`src/sv/stok_pkg.sv`:
```
// stok_pkg: shared types, token kind codes and helper functions for the source tokenizer
// depends on nothing; imported by every module of the tokenizer
package stok_pkg;

   localparam int COUNTER_BITS      = 16;
   localparam int KEYWORD_MAX_CHARS = 5;
   localparam int WIN_BITS          = 8 * KEYWORD_MAX_CHARS;
   localparam int FIELD_BITS        = 16;
   localparam int KIND_BITS         = 5;
   localparam int MAX_TOKENS        = 3;
   localparam int TCNT_BITS         = $clog2(MAX_TOKENS + 1);
   localparam int TIDX_BITS         = $clog2(MAX_TOKENS);
   localparam int QUEUE_DEPTH       = 4;
   localparam int QPTR_BITS         = $clog2(QUEUE_DEPTH);
   localparam int QCNT_BITS         = $clog2(QUEUE_DEPTH + 1);

   localparam logic [COUNTER_BITS-1:0] CNT_MAX = {COUNTER_BITS{1'b1}};
   localparam logic [COUNTER_BITS-1:0] CNT_ONE = COUNTER_BITS'(1);

   typedef logic [KIND_BITS-1:0] kind_type;

   localparam kind_type TK_NUM    = 5'd0;
   localparam kind_type TK_IDENT  = 5'd1;
   localparam kind_type TK_PRINT  = 5'd2;
   localparam kind_type TK_IF     = 5'd3;
   localparam kind_type TK_ELSE   = 5'd4;
   localparam kind_type TK_WHILE  = 5'd5;
   localparam kind_type TK_ASSIGN = 5'd6;
   localparam kind_type TK_EQ     = 5'd7;
   localparam kind_type TK_PLUS   = 5'd8;
   localparam kind_type TK_MINUS  = 5'd9;
   localparam kind_type TK_STAR   = 5'd10;
   localparam kind_type TK_DIV    = 5'd11;
   localparam kind_type TK_LPAREN = 5'd12;
   localparam kind_type TK_RPAREN = 5'd13;
   localparam kind_type TK_SEMI   = 5'd14;
   localparam kind_type TK_LBRACE = 5'd15;
   localparam kind_type TK_RBRACE = 5'd16;
   localparam kind_type TK_LT     = 5'd17;
   localparam kind_type TK_GT     = 5'd18;
   localparam kind_type TK_ERROR  = 5'd19;
   localparam kind_type TK_EOF    = 5'd20;

   // keywords right-aligned in the window, upper bytes zero
   localparam logic [WIN_BITS-1:0] KW_PRINT = "print";
   localparam logic [WIN_BITS-1:0] KW_IF    = "if";
   localparam logic [WIN_BITS-1:0] KW_ELSE  = "else";
   localparam logic [WIN_BITS-1:0] KW_WHILE = "while";

   typedef struct packed {
      kind_type              kind;
      logic [FIELD_BITS-1:0] line;
      logic [FIELD_BITS-1:0] column;
      logic [FIELD_BITS-1:0] offset;
      logic [FIELD_BITS-1:0] length;
   } token_type;

   // all tokens caused by one source byte
   typedef struct packed {
      logic [TCNT_BITS-1:0]              count;
      token_type [MAX_TOKENS-1:0]        tok;
   } bundle_type;

   typedef struct packed {
      logic full;
      logic empty;
   } q_status_type;

   function automatic logic [COUNTER_BITS-1:0] sat_inc(input logic [COUNTER_BITS-1:0] x);
      return (x == CNT_MAX) ? x : x + CNT_ONE;
   endfunction

   function automatic logic [COUNTER_BITS-1:0] run_length(
      input logic [COUNTER_BITS-1:0] pos,
      input logic [COUNTER_BITS-1:0] start);
      return (pos >= start) ? pos - start : '0;
   endfunction

   function automatic kind_type ident_kind(input logic [WIN_BITS-1:0] win,
                                           input logic [COUNTER_BITS-1:0] len);
      kind_type k;
      k = TK_IDENT;
      if (len == COUNTER_BITS'(5) && win == KW_PRINT) begin
         k = TK_PRINT;
      end else if (len == COUNTER_BITS'(2) && win == KW_IF) begin
         k = TK_IF;
      end else if (len == COUNTER_BITS'(4) && win == KW_ELSE) begin
         k = TK_ELSE;
      end else if (len == COUNTER_BITS'(5) && win == KW_WHILE) begin
         k = TK_WHILE;
      end
      return k;
   endfunction

   function automatic token_type make_tok(input kind_type k,
                                          input logic [COUNTER_BITS-1:0] line,
                                          input logic [COUNTER_BITS-1:0] column,
                                          input logic [COUNTER_BITS-1:0] offset,
                                          input logic [COUNTER_BITS-1:0] length);
      token_type t;
      t.kind   = k;
      t.line   = FIELD_BITS'(line);
      t.column = FIELD_BITS'(column);
      t.offset = FIELD_BITS'(offset);
      t.length = FIELD_BITS'(length);
      return t;
   endfunction

endpackage

```
`src/sv/source_tokenizer_unit.sv`:
```
// source_tokenizer_unit: top level of the streaming source tokenizer
// depends on stok_pkg, stok_front, stok_queue, stok_back
//
// The tokenizer takes one source byte per transfer and returns the tokens that byte
// completes, each with kind, start line, start column, byte offset and length; the last
// token caused by a byte carries rsp_last_of_run. A byte can cause zero to three tokens
// (whitespace and comment bytes add no token of their own; a byte flagged req_end_of_text
// flushes any pending token and adds an eof token, then the line, column and offset
// counters restart at line 1, column 1, offset 0). The input side takes one byte per
// cycle while the four-entry bundle queue has room; the output side delivers one token
// per cycle from its output register while rsp_stall is low, so a byte that causes
// several tokens occupies the result side for one transfer per token. Bytes that cause
// no token use the input side only. Counters saturate at 65535.
module source_tokenizer_unit (
   input  logic        clock,
   input  logic        reset,
   input  logic [7:0]  req_char_byte,
   input  logic        req_end_of_text,
   input  logic        req_valid,
   output logic        req_stall,
   output logic        rsp_valid,
   input  logic        rsp_stall,
   output logic [4:0]  rsp_token_kind,
   output logic [15:0] rsp_start_line,
   output logic [15:0] rsp_start_column,
   output logic [15:0] rsp_start_offset,
   output logic [15:0] rsp_token_length,
   output logic        rsp_last_of_run
);
   import stok_pkg::*;

   // scanner -> queue
   logic          push;
   bundle_type    push_bundle;
   // queue -> serializer
   bundle_type    head_bundle;
   q_status_type  q_status;
   logic          pop;

   // front: classifies each byte and builds its token bundle
   stok_front u_front (
      .clock           (clock),
      .reset           (reset),
      .req_char_byte   (req_char_byte),
      .req_end_of_text (req_end_of_text),
      .req_valid       (req_valid),
      .req_stall       (req_stall),
      .q_status        (q_status),
      .push            (push),
      .push_bundle     (push_bundle)
   );

   // decouples scanning from token delivery
   stok_queue u_queue (
      .clock       (clock),
      .reset       (reset),
      .push        (push),
      .push_bundle (push_bundle),
      .pop         (pop),
      .head_bundle (head_bundle),
      .q_status    (q_status)
   );

   // back: one token per transfer out of the head bundle
   stok_back u_back (
      .clock            (clock),
      .reset            (reset),
      .head_bundle      (head_bundle),
      .q_status         (q_status),
      .pop              (pop),
      .rsp_valid        (rsp_valid),
      .rsp_stall        (rsp_stall),
      .rsp_token_kind   (rsp_token_kind),
      .rsp_start_line   (rsp_start_line),
      .rsp_start_column (rsp_start_column),
      .rsp_start_offset (rsp_start_offset),
      .rsp_token_length (rsp_token_length),
      .rsp_last_of_run  (rsp_last_of_run)
   );

`ifndef SYNTHESIS
   // the scanner never writes a full queue
   a_no_push_full: assert property (@(posedge clock) disable iff (reset)
      !(push && q_status.full))
      else $error("bundle pushed into full queue");

   // a last byte always yields a bundle with eof
   a_eot_pushes: assert property (@(posedge clock) disable iff (reset)
      (req_valid && !req_stall && req_end_of_text) |-> push)
      else $error("end of text without token bundle");

   // finishing a bundle leaves its last token in the output register
   a_pop_shows: assert property (@(posedge clock) disable iff (reset)
      pop |=> (rsp_valid && rsp_last_of_run))
      else $error("bundle popped without output");

   // eof closes its run and has no length
   a_eof_last: assert property (@(posedge clock) disable iff (reset)
      (rsp_valid && rsp_token_kind == TK_EOF) |-> (rsp_last_of_run && rsp_token_length == '0))
      else $error("eof token not last of run");
`endif

endmodule

```
`src/sv/stok_front.sv`:
```
// stok_front: byte scanner; keeps the scan mode and position counters and builds the
// bundle of tokens each byte completes. depends on stok_pkg
module stok_front (
   input  logic                    clock,
   input  logic                    reset,
   input  logic [7:0]              req_char_byte,
   input  logic                    req_end_of_text,
   input  logic                    req_valid,
   output logic                    req_stall,
   input  stok_pkg::q_status_type  q_status,
   output logic                    push,
   output stok_pkg::bundle_type    push_bundle
);
   import stok_pkg::*;

   typedef enum logic [2:0] {
      MODE_IDLE,
      MODE_NUM,
      MODE_IDENT,
      MODE_EQ,
      MODE_SLASH,
      MODE_COMMENT
   } mode_type;

   localparam logic [7:0] CH_NL    = 8'd10;
   localparam logic [7:0] CH_EQ    = "=";
   localparam logic [7:0] CH_SLASH = "/";

   mode_type                  mode_ff, mode_in;
   logic [COUNTER_BITS-1:0]   line_ff, line_in;
   logic [COUNTER_BITS-1:0]   col_ff, col_in;
   logic [COUNTER_BITS-1:0]   pos_ff, pos_in;
   logic [COUNTER_BITS-1:0]   pst_off_ff, pst_off_in;
   logic [COUNTER_BITS-1:0]   pst_line_ff, pst_line_in;
   logic [COUNTER_BITS-1:0]   pst_col_ff, pst_col_in;
   logic [WIN_BITS-1:0]       win_ff, win_in;

   bundle_type                bnd;
   logic [TCNT_BITS-1:0]      n_v;
   logic                      consumed;
   logic                      accept;
   logic                      is_dig, is_alpha, is_space, is_word;

   function automatic kind_type single_kind(input logic [7:0] b);
      kind_type k;
      case (b)
         "+":     k = TK_PLUS;
         "-":     k = TK_MINUS;
         "*":     k = TK_STAR;
         "(":     k = TK_LPAREN;
         ")":     k = TK_RPAREN;
         ";":     k = TK_SEMI;
         "{":     k = TK_LBRACE;
         "}":     k = TK_RBRACE;
         "<":     k = TK_LT;
         ">":     k = TK_GT;
         default: k = TK_ERROR;
      endcase
      return k;
   endfunction

   assign is_dig   = (req_char_byte >= "0") && (req_char_byte <= "9");
   assign is_alpha = ((req_char_byte >= "a") && (req_char_byte <= "z")) ||
                     ((req_char_byte >= "A") && (req_char_byte <= "Z"));
   assign is_space = (req_char_byte == " ") ||
                     ((req_char_byte >= 8'd9) && (req_char_byte <= 8'd13));
   assign is_word  = is_alpha || is_dig || (req_char_byte == "_");

   assign req_stall = q_status.full;
   assign accept    = req_valid && !q_status.full;

   always_comb begin
      mode_in     = mode_ff;
      line_in     = line_ff;
      col_in      = col_ff;
      pos_in      = pos_ff;
      pst_off_in  = pst_off_ff;
      pst_line_in = pst_line_ff;
      pst_col_in  = pst_col_ff;
      win_in      = win_ff;
      bnd         = '0;
      n_v         = '0;
      consumed    = 1'b0;

      // pending token continues or closes
      case (mode_ff)
         MODE_NUM: begin
            if (is_dig) begin
               col_in   = sat_inc(col_ff);
               pos_in   = sat_inc(pos_ff);
               consumed = 1'b1;
            end else begin
               bnd.tok[n_v[TIDX_BITS-1:0]] = make_tok(TK_NUM, pst_line_ff, pst_col_ff,
                  pst_off_ff, run_length(pos_ff, pst_off_ff));
               n_v     = n_v + TCNT_BITS'(1);
               mode_in = MODE_IDLE;
            end
         end
         MODE_IDENT: begin
            if (is_word) begin
               win_in   = {win_ff[WIN_BITS-9:0], req_char_byte};
               col_in   = sat_inc(col_ff);
               pos_in   = sat_inc(pos_ff);
               consumed = 1'b1;
            end else begin
               bnd.tok[n_v[TIDX_BITS-1:0]] = make_tok(
                  ident_kind(win_ff, run_length(pos_ff, pst_off_ff)),
                  pst_line_ff, pst_col_ff, pst_off_ff, run_length(pos_ff, pst_off_ff));
               n_v     = n_v + TCNT_BITS'(1);
               mode_in = MODE_IDLE;
            end
         end
         MODE_EQ: begin
            mode_in = MODE_IDLE;
            if (req_char_byte == CH_EQ) begin
               bnd.tok[n_v[TIDX_BITS-1:0]] = make_tok(TK_EQ, pst_line_ff, pst_col_ff,
                  pst_off_ff, COUNTER_BITS'(2));
               n_v      = n_v + TCNT_BITS'(1);
               col_in   = sat_inc(col_ff);
               pos_in   = sat_inc(pos_ff);
               consumed = 1'b1;
            end else begin
               bnd.tok[n_v[TIDX_BITS-1:0]] = make_tok(TK_ASSIGN, pst_line_ff, pst_col_ff,
                  pst_off_ff, CNT_ONE);
               n_v = n_v + TCNT_BITS'(1);
            end
         end
         MODE_SLASH: begin
            if (req_char_byte == CH_SLASH) begin
               // comment bytes do not move the column
               col_in   = pst_col_ff;
               pos_in   = sat_inc(pos_ff);
               mode_in  = MODE_COMMENT;
               consumed = 1'b1;
            end else begin
               bnd.tok[n_v[TIDX_BITS-1:0]] = make_tok(TK_DIV, pst_line_ff, pst_col_ff,
                  pst_off_ff, CNT_ONE);
               n_v     = n_v + TCNT_BITS'(1);
               mode_in = MODE_IDLE;
            end
         end
         MODE_COMMENT: begin
            if (req_char_byte != CH_NL) begin
               pos_in   = sat_inc(pos_ff);
               consumed = 1'b1;
            end else begin
               mode_in = MODE_IDLE;
            end
         end
         default: begin
            mode_in = MODE_IDLE;
         end
      endcase

      // byte seen from idle
      if (!consumed) begin
         if (is_space) begin
            if (req_char_byte == CH_NL) begin
               line_in = sat_inc(line_in);
               col_in  = CNT_ONE;
            end else begin
               col_in = sat_inc(col_in);
            end
            pos_in = sat_inc(pos_in);
         end else if (is_dig || is_alpha || req_char_byte == "_" ||
                      req_char_byte == CH_EQ || req_char_byte == CH_SLASH) begin
            pst_off_in  = pos_in;
            pst_line_in = line_in;
            pst_col_in  = col_in;
            if (is_dig) begin
               mode_in = MODE_NUM;
            end else if (req_char_byte == CH_EQ) begin
               mode_in = MODE_EQ;
            end else if (req_char_byte == CH_SLASH) begin
               mode_in = MODE_SLASH;
            end else begin
               win_in  = WIN_BITS'(req_char_byte);
               mode_in = MODE_IDENT;
            end
            col_in = sat_inc(col_in);
            pos_in = sat_inc(pos_in);
         end else begin
            bnd.tok[n_v[TIDX_BITS-1:0]] = make_tok(single_kind(req_char_byte), line_in,
               col_in, pos_in, CNT_ONE);
            n_v     = n_v + TCNT_BITS'(1);
            col_in  = sat_inc(col_in);
            pos_in  = sat_inc(pos_in);
            mode_in = MODE_IDLE;
         end
      end

      // end of text: flush, eof, restart counters
      if (req_end_of_text) begin
         case (mode_in)
            MODE_NUM: begin
               bnd.tok[n_v[TIDX_BITS-1:0]] = make_tok(TK_NUM, pst_line_in, pst_col_in,
                  pst_off_in, run_length(pos_in, pst_off_in));
               n_v = n_v + TCNT_BITS'(1);
            end
            MODE_IDENT: begin
               bnd.tok[n_v[TIDX_BITS-1:0]] = make_tok(
                  ident_kind(win_in, run_length(pos_in, pst_off_in)),
                  pst_line_in, pst_col_in, pst_off_in, run_length(pos_in, pst_off_in));
               n_v = n_v + TCNT_BITS'(1);
            end
            MODE_EQ: begin
               bnd.tok[n_v[TIDX_BITS-1:0]] = make_tok(TK_ASSIGN, pst_line_in, pst_col_in,
                  pst_off_in, CNT_ONE);
               n_v = n_v + TCNT_BITS'(1);
            end
            MODE_SLASH: begin
               bnd.tok[n_v[TIDX_BITS-1:0]] = make_tok(TK_DIV, pst_line_in, pst_col_in,
                  pst_off_in, CNT_ONE);
               n_v = n_v + TCNT_BITS'(1);
            end
            default: begin
            end
         endcase
         bnd.tok[n_v[TIDX_BITS-1:0]] = make_tok(TK_EOF, line_in, col_in, pos_in, '0);
         n_v         = n_v + TCNT_BITS'(1);
         mode_in     = MODE_IDLE;
         line_in     = CNT_ONE;
         col_in      = CNT_ONE;
         pos_in      = '0;
         pst_off_in  = '0;
         pst_line_in = CNT_ONE;
         pst_col_in  = CNT_ONE;
         win_in      = '0;
      end

      bnd.count = n_v;
   end

   assign push        = accept && (n_v != '0);
   assign push_bundle = bnd;

   always_ff @(posedge clock) begin
      if (reset) begin
         mode_ff     <= MODE_IDLE;
         line_ff     <= CNT_ONE;
         col_ff      <= CNT_ONE;
         pos_ff      <= '0;
         pst_off_ff  <= '0;
         pst_line_ff <= CNT_ONE;
         pst_col_ff  <= CNT_ONE;
         win_ff      <= '0;
      end else if (accept) begin
         mode_ff     <= mode_in;
         line_ff     <= line_in;
         col_ff      <= col_in;
         pos_ff      <= pos_in;
         pst_off_ff  <= pst_off_in;
         pst_line_ff <= pst_line_in;
         pst_col_ff  <= pst_col_in;
         win_ff      <= win_in;
      end
   end

endmodule

```
`src/sv/stok_queue.sv`:
```
// stok_queue: small fifo of token bundles between scanner and serializer
// depends on stok_pkg
module stok_queue (
   input  logic                    clock,
   input  logic                    reset,
   input  logic                    push,
   input  stok_pkg::bundle_type    push_bundle,
   input  logic                    pop,
   output stok_pkg::bundle_type    head_bundle,
   output stok_pkg::q_status_type  q_status
);
   import stok_pkg::*;

   bundle_type              entry_ff [QUEUE_DEPTH];
   logic [QPTR_BITS-1:0]    head_ff, head_in;
   logic [QPTR_BITS-1:0]    tail_ff, tail_in;
   logic [QCNT_BITS-1:0]    count_ff, count_in;
   logic                    do_push, do_pop;

   function automatic logic [QPTR_BITS-1:0] next_ptr(input logic [QPTR_BITS-1:0] p);
      return (p == QPTR_BITS'(QUEUE_DEPTH - 1)) ? '0 : p + QPTR_BITS'(1);
   endfunction

   assign q_status.full  = (count_ff == QCNT_BITS'(QUEUE_DEPTH));
   assign q_status.empty = (count_ff == '0);
   assign do_push = push && !q_status.full;
   assign do_pop  = pop && !q_status.empty;
   assign head_bundle = entry_ff[head_ff];

   always_comb begin
      head_in  = do_pop  ? next_ptr(head_ff) : head_ff;
      tail_in  = do_push ? next_ptr(tail_ff) : tail_ff;
      count_in = count_ff;
      if (do_push && !do_pop) begin
         count_in = count_ff + QCNT_BITS'(1);
      end else if (do_pop && !do_push) begin
         count_in = count_ff - QCNT_BITS'(1);
      end
   end

   always_ff @(posedge clock) begin
      if (reset) begin
         head_ff  <= '0;
         tail_ff  <= '0;
         count_ff <= '0;
      end else begin
         head_ff  <= head_in;
         tail_ff  <= tail_in;
         count_ff <= count_in;
      end
   end

   always_ff @(posedge clock) begin
      if (do_push) begin
         entry_ff[tail_ff] <= push_bundle;
      end
   end

endmodule

```
`src/sv/stok_back.sv`:
```
// stok_back: serializer; walks the head bundle one token per cycle, while the output is
// not stalled, into the output register. depends on stok_pkg
module stok_back (
   input  logic                    clock,
   input  logic                    reset,
   input  stok_pkg::bundle_type    head_bundle,
   input  stok_pkg::q_status_type  q_status,
   output logic                    pop,
   output logic                    rsp_valid,
   input  logic                    rsp_stall,
   output logic [4:0]              rsp_token_kind,
   output logic [15:0]             rsp_start_line,
   output logic [15:0]             rsp_start_column,
   output logic [15:0]             rsp_start_offset,
   output logic [15:0]             rsp_token_length,
   output logic                    rsp_last_of_run
);
   import stok_pkg::*;

   logic [TIDX_BITS-1:0]  idx_ff, idx_in;
   logic                  rsp_valid_ff, rsp_valid_in;
   token_type             tok_ff;
   logic                  last_ff;
   logic                  load, at_last;
   token_type             cur_tok;

   assign load    = !q_status.empty && (!rsp_valid_ff || !rsp_stall);
   assign at_last = (TCNT_BITS'(idx_ff) + TCNT_BITS'(1)) == head_bundle.count;
   assign cur_tok = head_bundle.tok[idx_ff];
   assign pop     = load && at_last;

   always_comb begin
      idx_in = idx_ff;
      if (load) begin
         idx_in = at_last ? '0 : idx_ff + TIDX_BITS'(1);
      end
      rsp_valid_in = load || (rsp_valid_ff && rsp_stall);
   end

   always_ff @(posedge clock) begin
      if (reset) begin
         idx_ff       <= '0;
         rsp_valid_ff <= 1'b0;
      end else begin
         idx_ff       <= idx_in;
         rsp_valid_ff <= rsp_valid_in;
      end
   end

   always_ff @(posedge clock) begin
      if (load) begin
         tok_ff  <= cur_tok;
         last_ff <= at_last;
      end
   end

   assign rsp_valid        = rsp_valid_ff;
   assign rsp_token_kind   = tok_ff.kind;
   assign rsp_start_line   = tok_ff.line;
   assign rsp_start_column = tok_ff.column;
   assign rsp_start_offset = tok_ff.offset;
   assign rsp_token_length = tok_ff.length;
   assign rsp_last_of_run  = last_ff;

endmodule

```
`config.mk`:
```
export PLATFORM = sky130hd
export DESIGN_NAME = source_tokenizer_unit
export DESIGN_NICKNAME = d
export VERILOG_FILES = /design/src/sv/stok_pkg.sv /design/src/sv/source_tokenizer_unit.sv /design/src/sv/stok_front.sv /design/src/sv/stok_queue.sv /design/src/sv/stok_back.sv
export SDC_FILE = /design/constraint.sdc
export NUM_CORES = 2
export LEC_CHECK = 0
export BUFFER_PORTS_ARGS = -buffer_cell sky130_fd_sc_hd__buf_2
export CAP_MARGIN = 0
export CORE_MARGIN = 3
export CORE_UTILIZATION = 30
export CTS_CLUSTER_DIAMETER = 100
export DETAILED_ROUTE_END_ITERATION = 12
export PLACE_DENSITY = 0.44
export SETUP_SLACK_MARGIN = 0.05
export SLEW_MARGIN = 5
export SYNTH_ARGS = -nofsm -noshare
export SYNTH_HDL_FRONTEND = slang
export SYNTH_SLANG_ARGS = --single-unit
```
`constraint.sdc`:
```
create_clock -name clock -period 18.1 [get_ports clock]
set_input_delay 0.905 -clock clock [delete_from_list [all_inputs] [get_ports clock]]
set_output_delay 0.905 -clock clock [all_outputs]
set_load 0.1 [all_outputs]
```
Yosys cells after proc, flatten, opt, wreduce, memory -nomap -nowiden:

Memory sizes are Yosys's and may differ from the RTL's. A register that Yosys moved wholly into a read port is not among the register bits.
Index checks and enable logic that the tools add are counted.

* register bits after elaboration: 219
* RAM bits: 836
* input bits: 13
* output and inout port bits: 72
* memories kept: 1

Memories
* u_queue.entry_ff: depth 4, bits a word 209, rd ports 1, clocked after memory_dff 1, write ports 1, line stok_queue.sv:14 `bundle_type entry_ff [QUEUE_DEPTH];`

* add/subtract/negate cells: 15
* magnitude comparators: 17
* eq/ne operators: 48
* muxes and demuxes: 125
* reduce and logical (&&, ||, !) cells: 42

Operators with widths (number)
* 207-bit bitwise mux: 6
* 207-bit 2-to-1 mux: 5
* 207-bit one-hot mux with 4 select lines: 1
* 16-bit 2-to-1 mux: 38
* 69-bit demux with 2-bit select: 3
* 40-bit 2-to-1 mux: 9
* 69-bit 2-to-1 mux: 5
* 69-bit one-hot mux with 4 select lines: 1
* 40-bit by 39-bit == test with 1-bit output, second input constant: 4
* 69-bit binary-select mux with 2-bit select: 1
* 8-bit by 6-bit == test with 1-bit output, second input constant: 11
* 16-bit by 1-bit adder with 16-bit output, second input constant: 5
* 16-bit == test, second input constant: 5
* 40-bit by 15-bit == test with 1-bit output, second input constant: 2
* 40-bit by 31-bit == test with 1-bit output, second input constant: 2
* 16-bit one-hot mux with 5 select lines: 1
* 68-bit 2-to-1 mux: 1
* 65-bit 2-to-1 mux: 1
* 16-bit by 3-bit == test with 1-bit output, second input constant: 4
* 64-bit 2-to-1 mux: 1
* 16-bit one-hot mux with 4 select lines: 1
* 5-bit 2-to-1 mux: 11
* 5-bit one-hot mux with 10 select lines: 1
* 3-bit 2-to-1 mux: 15
* other kinds (33): 113

Longest topological paths before layout:

* word-level depth: 26
* depth in mapped cells: 34
* depth with buffers taken out: 30

Modules after synthesis:

From an unflattened synthesis, not the netlist that was laid out.

* cell total of the unflattened synthesis: 3772
* area total of the unflattened synthesis: 49636.4 sq um

Modules (own cells, without submodules)
* stok_queue: instances 1, cells an instance 1141, area each 30565.6 sq um, seq. area each 25284.2 sq um
* stok_front: instances 1, cells an instance 2309, area each 15352.2 sq um, seq. area each 2782.7 sq um
* stok_back: instances 1, cells an instance 322, area each 3718.6 sq um, seq. area each 2162.1 sq um

Worst setup path after synthesis:

OpenSTA, ideal clock, no wires.

* path kind: input port to flip-flop
* start point: in req_char_byte[7]
* end point: mem u_queue.entry_ff[0][0] (netlist name) (enable)
* arrival: 9803 ps
* setup slack: 7702 ps
* stages on the path: 18
* path buffers: 5
* path through: buf_2 or4_1 or4b_1 buf_2 a41oi_4 a31o_2 and2_1 clkbuf_1 mux2i_1 o21ai_1 nand2_1 clkbuf_1 o21ai_0 ha_1 mux2i_1 o21a_1 clkbuf_1 and2_1

RTL lines
* start, declared: line source_tokenizer_unit.sv:17 `input logic [7:0] req_char_byte,`
* end, declared: line stok_queue.sv:14

==> impl_metrics.json <==
{
  "status": "finished, final reports clean",
  "die-area_sq_um": 169100,
  "slew_violations": 0,
  "drt_pass1_iterations": 5,
  "synth_cell_types": 102,
  "synthArstFlopShare": 0,
  "nets": 3830,
  "ys_warn_count": 0,
  "multi_input_area_sq_um": 17800,
  "slew_headroom": 0.1946,
  "root_buffer": "clkbuf_16",
  "placed_area_sq_um": 52100,
  "startpoint": "req_char_byte[0]",
  "io_pins": 85,
  "worst_pin_slew_ps": 1191,
  "hp-class": "in -> reg",
  "portBuffers": 84,
  "p_leak_nw": 18.10,
  "setup_tns_ps": 0,
  "worst_setup_path_start_kind": "input pin",
  "antenna_left": 0,
  "setup_violations": 0,
  "post_cts_buffers": 0,
  "fp-row-count": 148,
  "syn_area_per_cell_sq_um": 13.15,
  "cts_tree": "yes",
  "critPathMaxFanout": 15,
  "holdBufCountCts": 0,
  "fmax_mhz": 107.8,
  "grt_overflow": 0,
  "syn_inst": 3746,
  "syn2layout_area_growth_pct": 13.68,
  "synth_edf_count": 906,
  "worst_path_largest_cell_delay_ps": 670,
  "dp_hpwl_um": 99250,
  "seqCellArea_sq_um": 30240,
  "layout_min_cycle_time_ps": 9277,
  "required_ps": 18570,
  "route.detailed.drc": 0,
  "maxCapViolCount": 0,
  "core_sq_um": 163000,
  "num_vias": 32710,
  "cts_resized": 0,
  "final_cell_area_sq_um": 55990,
  "layout_commonest_cell": "edfxtp_1",
  "crit_slowest_cell": "or4b_1",
  "place_congestion": 0.9025,
  "crit_type": "in -> reg",
  "numCtsBuffers": 116,
  "die_x_um": 411.2,
  "reg2reg_from": "u_front.mode_ff[2]",
  "rsz0062_at_grt": "no",
  "most-common-layout-cells": "906 x edfxtp_1, 323 x nand2_1, 322 x nor2_1",
  "hp-start": "rsp_stall",
  "initial_core_util": 0.3022,
  "synth_nets": 3813,
  "cts-htree-levels": 3,
  "grt_pass1_vias": 32200,
  "power.density_nw_per_um2": 133.3,
  "cts.reportedPaths.clkPinSlew_ps": 60,
  "vdd_drop_max_uv": 109.3,
  "antenna_found_initial": 9,
  "dieHeight_um": 411.2,
  "numClockSinks": 1057,
  "drt-initial-drc-count": 3636,
  "power_mw": 7.466,
  "wl_per_cell_um": 25.59,
  "grt_pass1_wl_um": 226800,
  "synth-seq-cells": 1057,
  "grt.total_usage": 0.1803,
  "hold_viol": 0,
  "synth_flop_cell": "edfxtp_1",
  "fin_crit_sh": 0.5126,
  "cp.arrival_ps": 9750,
  "clock_path_buffers": 3,
  "drive_above_1_share": 0.1582,
  "fin_skew_ps": 80.77,
  "grt_max_degree": 116,
  "fill_cells": 16050,
  "routed_wl_um": 154600,
  "insertion_delay_ps": 780,
  "yosysSeqAreaShare": 0.6137,
  "viasPerCell": 5.415,
  "netlist_area_sq_um": 49250,
  "endpoint_kind": "flip-flop"
}
-- final cells by class --
type,count,area share
clock buffer,134,0.05341
tap,2175,0.04860
inverter,92,0.006257
antenna,4,0.0001788
clock inverter,83,0.01598
multi-input combinational,2346,0.3179
sequential,1057,0.5401
timing repair buffer,150,0.01752
-- metrics by stage --
step | setup slack (ps) | cells | hold slack [ps] | utilization
6_report | 8823 | 6041 | 406.5 | 0.3436
5_1_grt | 8346 | 6039 | 392.3 | 0.3436
4_1_cts | 9009 | 6037 | 333.3 | 0.3436
3_5_place_dp | 8339 | 5820 | 475.6 | 0.3197
3_3_place_gp | 8462 | 5820 | 470.6 | 0.3197
2_1_floorplan | 7702 | 3746 | 458.3 | -
-- metal layers --
layer	track usage	wire (um)	up-vias
li1	-	-	14670
met2	0.2714	68830	1037
met4	0.05146	3827	4
met5	0	34	-
met3	0.03481	10150	202
met1	0.2636	71740	16800
-- critical path: cells and delay by family --
kind                     cells  cell delay [ps]
adder cells (fa/ha/maj)      2              640
buffers and inverters        4              590
AO/OA/AOI/OAI               12             3840
AND/OR/NAND/NOR              9             3150
XOR/XNOR                     2              620
-- flip-flops by register name, indices dropped and copies added, names as in the netlist, 5 cells and up, named ones only --
register	flops
u_front.pst_col_ff	16
u_back.rsp_start_line	16
u_front.win_ff	40
u_front.pst_off_ff	16
u_front.pst_line_ff	16
u_back.rsp_token_kind	5
u_queue.entry_ff	836
u_back.rsp_start_column	16
u_front.col_ff	16
u_back.rsp_start_offset	16
u_front.pos_ff	16
u_front.line_ff	16
u_back.rsp_token_length	16
-- cell usage after synthesis, types with 24 or more instances --
master	count	share of area
dfxtp_1	151	0.061
nor2_1	326	0.025
ha_1	51	0.013
mux4_2	209	0.096
a31oi_1	24	0.0030
a221o_1	25	0.0051
nand2_1	324	0.025
a21oi_1	202	0.021
nand3_1	89	0.0090
nand2b_1	24	0.0030
buf_1	41	0.0031
clkbuf_1	199	0.015
a21o_1	28	0.0043
o211ai_1	36	0.0055
xnor2_1	36	0.0064
a221oi_1	38	0.0068
mux2i_1	105	0.021
nor3_1	63	0.0064
o21ai_0	206	0.021
edfxtp_1	906	0.55
inv_1	88	0.0067
a22oi_1	110	0.017
o22ai_1	35	0.0044
-- cells by family after synthesis --
group / count (synthesis) / share of synthesized area
AO/OA/AOI/OAI: 879 / 0.1187
XOR/XNOR: 60 / 0.01082
adder cells (fa/ha/maj): 54 / 0.01418
buffers and inverters: 343 / 0.02665
flip-flops: 1057 / 0.6137
multiplexers: 318 / 0.1178
AND/OR/NAND/NOR: 1035 / 0.09813
-- worst paths after layout --
check	end	cells after the start	slack [ps]
setup / recovery	u_queue.entry_ff[2][204]	29	8820
hold / removal	u_back.rsp_valid	3	410
setup reg to reg	u_queue.entry_ff[2][204]	28	9000
hold reg to reg	u_back.rsp_valid	2	470
-- power by group --
group / internal [mW] / total, mW / switching, mW
clock: 1.39 / 2.41 / 1.02
sequential: 2.98 / 3.08 / 0.101
combinational: 0.534 / 1.97 / 1.44
total: 4.91 / 7.47 / 2.56
No activity file was read; power rests on OpenSTA's default activity.
